### src/rtl/core/pts_pkg.sv
// ----------------------------------------------------------------------------
// pts_pkg: shared types and constants of the priority task scheduler
// Task count, index widths, item codes, cell command and scan token types.
// ----------------------------------------------------------------------------
package pts_pkg;

  localparam int NUM_TASKS = 8;
  localparam int TASK_W    = (NUM_TASKS > 2) ? $clog2(NUM_TASKS) : 1;
  // Compare width: wide enough for a cell index and for the 3-bit fields
  localparam int CMP_W     = (TASK_W > 3) ? TASK_W : 3;
  localparam int CNT_W     = 16;
  localparam int PRI_W     = 8;

  // Item kinds carried on tuser
  localparam logic MODE_TICK = 1'b0;
  localparam logic MODE_LOAD = 1'b1;

  // Register map
  localparam logic [2:0] ADDR_TASKS_IN_USE = 3'd0;
  localparam logic [2:0] TASKS_IN_USE_RST  = 3'd7;

  // Broadcast to every cell
  typedef struct packed {
    logic             load;
    logic             dec;
    logic             refill;
    logic [CMP_W-1:0] sel;      // task addressed by load or dec
    logic [CMP_W-1:0] n_used;   // highest in-use index
    logic [CNT_W-1:0] cnt;
    logic [PRI_W-1:0] pri;
  } cell_cmd_t;

  // Best candidate so far, handed from cell to cell
  typedef struct packed {
    logic              valid;
    logic [TASK_W-1:0] idx;
    logic [CNT_W-1:0]  cnt;
  } scan_tok_t;

endpackage

### src/rtl/core/pts_cell.sv
// ----------------------------------------------------------------------------
// pts_cell: one task slot of the scheduler chain
// Holds a task's counter and priority, and forwards the scan candidate.
// ----------------------------------------------------------------------------
module pts_cell (
  input  logic                    clk_i,
  input  logic                    rst_ni,
  input  logic [pts_pkg::CMP_W-1:0] cell_idx_i,
  input  pts_pkg::cell_cmd_t      cmd_i,
  input  pts_pkg::scan_tok_t      tok_i,
  output pts_pkg::scan_tok_t      tok_o,
  output logic [pts_pkg::CNT_W-1:0] cnt_o
);
  import pts_pkg::*;

  logic [CNT_W-1:0] cnt_q, cnt_d;
  logic [PRI_W-1:0] pri_q, pri_d;
  scan_tok_t        tok_q, tok_d;
  logic             hit, in_use;
  logic [CNT_W:0]   refill_sum;

  assign hit        = (cmd_i.sel == cell_idx_i);
  assign in_use     = (cell_idx_i <= cmd_i.n_used);
  assign refill_sum = {2'b00, cnt_q[CNT_W-1:1]} + {{(CNT_W+1-PRI_W){1'b0}}, pri_q};

  always_comb begin
    cnt_d = cnt_q;
    pri_d = pri_q;
    priority if (cmd_i.load && hit) begin
      cnt_d = cmd_i.cnt;
      pri_d = cmd_i.pri;
    end else if (cmd_i.dec && hit) begin
      if (cnt_q != '0) begin
        cnt_d = cnt_q - CNT_W'(1);
      end
    end else if (cmd_i.refill && in_use) begin
      // saturate at the top of the counter range
      cnt_d = refill_sum[CNT_W] ? '1 : refill_sum[CNT_W-1:0];
    end
  end

  // Strict compare: an earlier (higher) index keeps a tie
  always_comb begin
    tok_d       = tok_i;
    if (in_use && (cnt_q > tok_i.cnt)) begin
      tok_d.idx = cell_idx_i[TASK_W-1:0];
      tok_d.cnt = cnt_q;
    end
  end

  always_ff @(posedge clk_i or negedge rst_ni) begin
    if (!rst_ni) begin
      cnt_q       <= '0;
      pri_q       <= '0;
      tok_q.valid <= 1'b0;
      tok_q.idx   <= '0;
      tok_q.cnt   <= '0;
    end else begin
      cnt_q <= cnt_d;
      pri_q <= pri_d;
      tok_q <= tok_d;
    end
  end

  assign tok_o = tok_q;
  assign cnt_o = cnt_q;

endmodule

### src/rtl/core/priority_task_scheduler.sv
// ----------------------------------------------------------------------------
// priority_task_scheduler: counter and priority based task scheduler
// Tasks live in a chain of cells; a schedule sends a candidate down the chain.
// ----------------------------------------------------------------------------
//
//  channel   direction  tdata / tuser                                  request
//  s_axis    in         tdata: task_index, counter_value, priority     load or tick
//                       tuser: mode (0 tick, 1 load)
//  m_axis    out        tdata: current_task, switched, current_counter, one result
//                       no_runnable
//  apb       in/out     register 0 at byte 0: tasks_in_use             config
//
//  A load, or a tick that schedules nothing, goes straight to the output state. A
//  schedule runs one pass down the chain of NUM_TASKS-1 cells; when every
//  counter is empty, a refill pass and a second scan pass follow.
//  One request is in flight at a time; the result sits in an output register
//  and the next request is taken while it waits. A stalled result holds the
//  finished request in its last state until m_axis_tready rises.
//  Reset clears every counter and priority, selects the idle task and sets
//  tasks_in_use to 7.
// ----------------------------------------------------------------------------
module priority_task_scheduler (
  input  logic        clk_i,
  input  logic        rst_ni,
  // request stream
  input  logic        s_axis_tvalid,
  output logic        s_axis_tready,
  input  logic [31:0] s_axis_tdata,   // [2:0] task_index, [18:3] counter_value,
                                      // [26:19] priority_value, rest zero
  input  logic [0:0]  s_axis_tuser,   // [0] mode
  // result stream
  output logic        m_axis_tvalid,
  input  logic        m_axis_tready,
  output logic [23:0] m_axis_tdata,   // [2:0] current_task, [3] switched,
                                      // [19:4] current_counter, [20] no_runnable
  // configuration
  input  logic        psel,
  input  logic        penable,
  input  logic        pwrite,
  input  logic [2:0]  paddr,
  input  logic [31:0] pwdata,
  output logic [31:0] prdata,
  output logic        pready
);
  import pts_pkg::*;

  typedef enum logic [2:0] {
    ST_IDLE,
    ST_SCAN1,
    ST_REFILL,
    ST_SCAN2,
    ST_OUT
  } state_e;

  state_e            state_q;
  logic [2:0]        tasks_in_use_q;
  logic [TASK_W-1:0] running_q, old_q;
  logic              none_q, launch_q;
  logic              m_valid_q;
  logic [23:0]       m_data_q;

  logic              s_acc, cfg_wr, out_free;
  logic              tick_sched, launch_d;
  logic [2:0]        in_index;
  logic [CNT_W-1:0]  in_cnt, run_cnt;
  logic [PRI_W-1:0]  in_pri;
  logic [CMP_W-1:0]  n_used;
  cell_cmd_t         cmd;
  scan_tok_t         launch_tok;
  scan_tok_t         tok_w [1:NUM_TASKS-1];
  logic [CNT_W-1:0]  cnt_w [NUM_TASKS];

  // Unpack the request
  assign in_index = s_axis_tdata[2:0];
  assign in_cnt   = s_axis_tdata[18:3];
  assign in_pri   = s_axis_tdata[26:19];

  assign s_axis_tready = (state_q == ST_IDLE);
  assign s_acc         = s_axis_tvalid && s_axis_tready;
  assign out_free      = !m_valid_q || m_axis_tready;

  // APB: one register, always ready
  assign pready = 1'b1;
  assign cfg_wr = psel && penable && pwrite && (paddr == ADDR_TASKS_IN_USE);
  assign prdata = (paddr == ADDR_TASKS_IN_USE) ? {29'd0, tasks_in_use_q} : 32'd0;

  // Clamp the in-use count to the tasks that exist
  always_comb begin
    if (CMP_W'(tasks_in_use_q) > CMP_W'(NUM_TASKS - 1)) begin
      n_used = CMP_W'(NUM_TASKS - 1);
    end else begin
      n_used = CMP_W'(tasks_in_use_q);
    end
  end

  // Idle task slot: counter fixed at zero, no cell
  assign cnt_w[0] = '0;
  assign run_cnt  = cnt_w[running_q];

  // A tick schedules when idle or when the running slice runs out on it
  assign tick_sched = (running_q == '0) || (run_cnt <= CNT_W'(1));
  // Launch a candidate after a scheduling tick or after a refill pass
  assign launch_d   = (state_q == ST_REFILL) ||
                      (s_acc && (s_axis_tuser[0] == MODE_TICK) && tick_sched);

  // Cell commands: load and decrement fire on the accepting edge
  always_comb begin
    cmd.load   = s_acc && (s_axis_tuser[0] == MODE_LOAD);
    cmd.dec    = s_acc && (s_axis_tuser[0] == MODE_TICK) && (running_q != '0);
    cmd.refill = (state_q == ST_REFILL);
    cmd.sel    = cmd.dec ? CMP_W'(running_q) : CMP_W'(in_index);
    cmd.n_used = n_used;
    cmd.cnt    = in_cnt;
    cmd.pri    = in_pri;
  end

  // Fresh candidate enters at the highest cell
  assign launch_tok.valid = launch_q;
  assign launch_tok.idx   = '0;
  assign launch_tok.cnt   = '0;

  for (genvar i = 1; i < NUM_TASKS; i++) begin : g_cell
    scan_tok_t tok_in;
    if (i == NUM_TASKS - 1) begin : g_head
      assign tok_in = launch_tok;
    end else begin : g_link
      assign tok_in = tok_w[i+1];
    end
    pts_cell u_cell (
      .clk_i      (clk_i),
      .rst_ni     (rst_ni),
      .cell_idx_i (CMP_W'(i)),
      .cmd_i      (cmd),
      .tok_i      (tok_in),
      .tok_o      (tok_w[i]),
      .cnt_o      (cnt_w[i])
    );
  end

  // Sequencer, task state and result register
  always_ff @(posedge clk_i or negedge rst_ni) begin
    if (!rst_ni) begin
      state_q        <= ST_IDLE;
      tasks_in_use_q <= TASKS_IN_USE_RST;
      running_q      <= '0;
      old_q          <= '0;
      none_q         <= 1'b0;
      launch_q       <= 1'b0;
      m_valid_q      <= 1'b0;
      m_data_q       <= '0;
    end else begin
      launch_q <= launch_d;
      if (cfg_wr) begin
        tasks_in_use_q <= pwdata[2:0];
      end
      // drop a taken result unless a new one is loaded in its place
      if (m_valid_q && m_axis_tready && (state_q != ST_OUT)) begin
        m_valid_q <= 1'b0;
      end
      unique case (state_q)
        ST_IDLE: begin
          if (s_acc) begin
            old_q  <= running_q;
            none_q <= 1'b0;
            if (s_axis_tuser[0] == MODE_LOAD) begin
              state_q <= ST_OUT;
            end else if (tick_sched) begin
              // counter runs out on this tick, or idle: schedule
              state_q <= ST_SCAN1;
            end else begin
              state_q <= ST_OUT;
            end
          end
        end
        ST_SCAN1: begin
          if (tok_w[1].valid) begin
            if (tok_w[1].idx != '0) begin
              running_q <= tok_w[1].idx;
              state_q   <= ST_OUT;
            end else begin
              state_q <= ST_REFILL;
            end
          end
        end
        ST_REFILL: begin
          state_q <= ST_SCAN2;
        end
        ST_SCAN2: begin
          if (tok_w[1].valid) begin
            if (tok_w[1].idx != '0) begin
              running_q <= tok_w[1].idx;
            end else begin
              none_q <= 1'b1;
            end
            state_q <= ST_OUT;
          end
        end
        ST_OUT: begin
          // hold until the result register is free
          if (out_free) begin
            m_valid_q <= 1'b1;
            m_data_q  <= {3'd0, none_q, run_cnt, (running_q != old_q),
                          3'(CMP_W'(running_q))};
            state_q   <= ST_IDLE;
          end
        end
        default: state_q <= ST_IDLE;
      endcase
    end
  end

  assign m_axis_tvalid = m_valid_q;
  assign m_axis_tdata  = m_data_q;

endmodule

### config.mk
export PLATFORM = sky130hd
export DESIGN_NAME = priority_task_scheduler
export DESIGN_NICKNAME = d
export VERILOG_FILES = /design/src/rtl/core/pts_pkg.sv /design/src/rtl/core/pts_cell.sv /design/src/rtl/core/priority_task_scheduler.sv
export SDC_FILE = /design/constraint.sdc
export NUM_CORES = 1
export LEC_CHECK = 0
export ABC_AREA = 1
export BUFFER_PORTS_ARGS = -buffer_cell sky130_fd_sc_hd__clkbuf_2
export CAP_MARGIN = 20
export CORE_MARGIN = 10
export CORE_UTILIZATION = 40
export DETAILED_ROUTE_END_ITERATION = 10
export HOLD_SLACK_MARGIN = 0.02
export PLACE_DENSITY = 0.66
export REMOVE_ABC_BUFFERS = 1
export SLEW_MARGIN = 20
export SYNTH_ARGS = -nofsm -noshare
export SYNTH_HDL_FRONTEND = slang
export SYNTH_SLANG_ARGS = --single-unit
export TNS_END_PERCENT = 50
### constraint.sdc
create_clock -name clk_i -period 3.2 [get_ports clk_i]
set_clock_uncertainty 0.2 [all_clocks]
set_input_delay 0.96 -clock clk_i [delete_from_list [all_inputs] [get_ports clk_i]]
set_output_delay 0.96 -clock clk_i [all_outputs]
set_load 0.02 [all_outputs]
==> impl_results.md <==
- Crit-path max FO: 7
- Rel. slew slack: 48.0%
- Ys async rst share: 100%
- PostCTS Resize Cnt: 0
- Worst-path clk slew: 60 ps
- Critical Path RT: 2040 ps
- Finished Core Util: 46.0%
- F_max: 334 MHz
- Sequential share of the synthesized area: 33.3%
- Simple-gate share of the synthesized area: 36.1%
- Row Count: 90
- Post-CTS Setup Inserts: 0
- Final Net Count: 3939
- Drt total wl: 88200 um
- Leading cell type in the layout, fill and taps excluded: nand2_1
- Die area: 71400 sq um
- Adder-cell area share of the yosys netlist: 8.71%
- Fin. max-slew vios: 0
- Die X: 267 um
- Most frequent cells in the layout: 1237 x nand2_1, 420 x nand3_1, 338 x inv_1
- Number of placed I/O pins: 134
- WS Path Type: flip-flop to output pin
- Minimum clock period: 3000 ps
- Initial antenna violation count: 3
- Worst vdd ir: 0.450 mV
- DRT iter0 DRCs: 2502
- EDFF count, synth: 0
- Compound-cell area share of the yosys netlist: 7.58%
- Initial DRT Pass Iterations: 6
- Primary FF master, synth: dfrtp_1
- Xor/xnor cell area share of the yosys netlist: 5.30%
- RD Place Congestion: 0.966
- Layout cell share with drive strength beyond 1: 9.10%
- Fin crit share: 93.7%
- Syn avg cell area: 6.83 sq um
- Hold Fails Final Rpt: 0
- Post-Syn Area: 24500 sq um
- Maxcap violations: 0
- Power per Cell Area: 1050 nW/um^2
- Setup slack after layout: 202 ps
- Htree depth: 2
- Place WS: -15.5 ps
- Chip height: 267 um
- Final setup violation count: 0
- CP Launch Type: flip-flop
- CP endpoint kind: output pin
- TritonCTS clock tree: yes
- Critical-path cell list: inv_1 > nor2_1 > clkbuf_2
- Starting Density: 40.4%
- Vias in the first global route: 22800
- Total track usage: 24.5%
- CP peak stage delay: 630 ps
- I/O Buffers: 66
- HP Class: input port to asynchronous set/reset pin
- CP max stage cell: dfstp_2
- Clock Tree Buf Depth: 3
- Sink Count: 325
- CORE AREA: 60500 sq um
- Vias/cell: 5.35
- Routed vias: 24100
- Yosys reg bits: 325
- Diodes inserted: 0
- Outcome: finished clean
- TritonCTS Buffers: 41
- Cell area after layout: 27800 sq um
- Clk root buf: clkbuf_16
- WL/cell: 19.6 um
- Area after DPL: 26300 sq um
- Detail Route Antenna Nets: 0
- RSZ-0062 raised after global routing: false
- Fillcell total: 6237
- Largest net degree at the start of global routing: 69
- Main combinational cell family by area after synthesis: simple AND/OR/NAND/NOR gates
- First-pass GRT wire length: 135000 um
- DRC Markers: 0
- Yosys warns: 0
- HPWL after DPL: 66600 um
- Total grt overflow: 0
- Tightest Pin Transition: 780 ps
- Hold Buf Count CTS: 0
- Leak Pwr: 14.7 nW
- Syn-to-layout area delta: 13.7%
- Synth Instances: 3582
- CP arrival: 1840 ps
- Clk_lat worst skew: 600 ps
- Cell variety after synth: 55
- Multiplexer share of the synthesized area: 0.0921%
-- cell families (layout without fill, tap and decap cells) --
kind of cell             after synthesis  after routing
buffers and inverters                522            635
other                                  2             33
multiplexers                           2              2
XOR/XNOR                             148            148
adder cells (fa/ha/maj)              166            166
flip-flops                           325            325
AND/OR/NAND/NOR                     2070           2070
AO/OA/AOI/OAI                        347            347
-- metal layers --
| layer | part of all wire (%) | global-route usage, % |
|---|---|---|
| met5 | 0.016 | 0 |
| met3 | 7.8 | 3.55 |
| met4 | 5.9 | 13.6 |
| met2 | 44 | 38.3 |
| met1 | 42 | 32.2 |
-- critical path: cells and delay by family (launching register included) --
family                 cells  cell delay (ps)
DFF                        1              630
and+or+nand+nor            1              170
buffers and inverters      2              450
-- power breakdown --
group | total, mW | switching [mW] | internal, mW | leakage [nW]
Combinational | 16.7 | 10.9 | 5.77 | 9.73
Clock | 5.05 | 1.98 | 3.07 | 0.713
Sequential | 7.44 | 1.81 | 5.62 | 4.29
-- area by class of cell --
type                    count  area, sq um  area share [%]
well taps                 782          978            3.52
multi-input cells        2766        14300            51.3
inverters                 354         1330            4.78
clock inverters            17          268           0.963
repair buffers            210         1650            5.92
clock buffers              54         1180            4.23
flip-flops and latches    325         8140            29.3
-- final timing paths --
| check | start | end | slack [ps] | depth (start not counted) |
|---|---|---|---|---|
| min reg2reg | g_cell[5].u_cell.tok_o[19] | g_cell[4].u_cell.tok_o[19] | 150 | 0 |
| min | rst_ni | g_cell[2].u_cell.cnt_o[8] | 110 | 1 |
| max | tasks_in_use_q[0] | prdata[0] | 200 | 3 |
| max reg2reg | g_cell[6].u_cell.cnt_o[1] | g_cell[6].u_cell.cnt_o[12] | 350 | 13 |
| max in group asynchronous | rst_ni | g_cell[7].u_cell.cnt_o[12] | 1870 | 2 |
| min in group clk_i | g_cell[5].u_cell.tok_o[19] | g_cell[4].u_cell.tok_o[19] | 150 | 0 |
-- through the flow --
stage / hold slack [ps] / power, mW / std cells / setup TNS (ps)
after detailed placement: 136 / 23.8 / 4437 / -16.2
after global routing: 141 / 31.6 / 4508 / 0
after floorplan: 131 / 18.1 / 3445 / -62160
after global placement: 134 / 23.6 / 4437 / 0
final: 112 / 29.2 / 4508 / 0
after CTS: 119 / 28.9 / 4508 / 0
-- cells in the mapped netlist (all sizes together), types with 4 or more instances --
cell type | instances | area, sq um
clkbuf | 82 | 308
a31oi | 7 | 43.8
o21ai | 200 | 1000
a21oi | 100 | 500
xor2 | 127 | 1110
nor4 | 7 | 43.8
nand3 | 427 | 2170
buf | 86 | 539
xnor2 | 21 | 184
inv | 350 | 1310
clkinv | 4 | 15.0
dfrtp | 322 | 8060
nand3b | 6 | 45.0
a21boi | 6 | 45.0
a21o | 10 | 75.1
o211ai | 6 | 45.0
or2 | 7 | 43.8
fa | 7 | 140
nand2 | 1244 | 4700
nor3 | 41 | 221
nor2 | 259 | 1080
nand4 | 77 | 509
ha | 159 | 1990
-- sequential cells by signal, summed over array words and instances (netlist names) --
name,cells
m_axis_tvalid,1
tasks_in_use_q,3
g_cell.u_cell.pri_q,56
g_cell.u_cell.tok_o,121
g_cell.u_cell.cnt_o,112
old_q,3
none_q,1
running_q,3
m_axis_tdata,21
state_q,3
launch_q,1
Power figures use the tool's default switching activity.
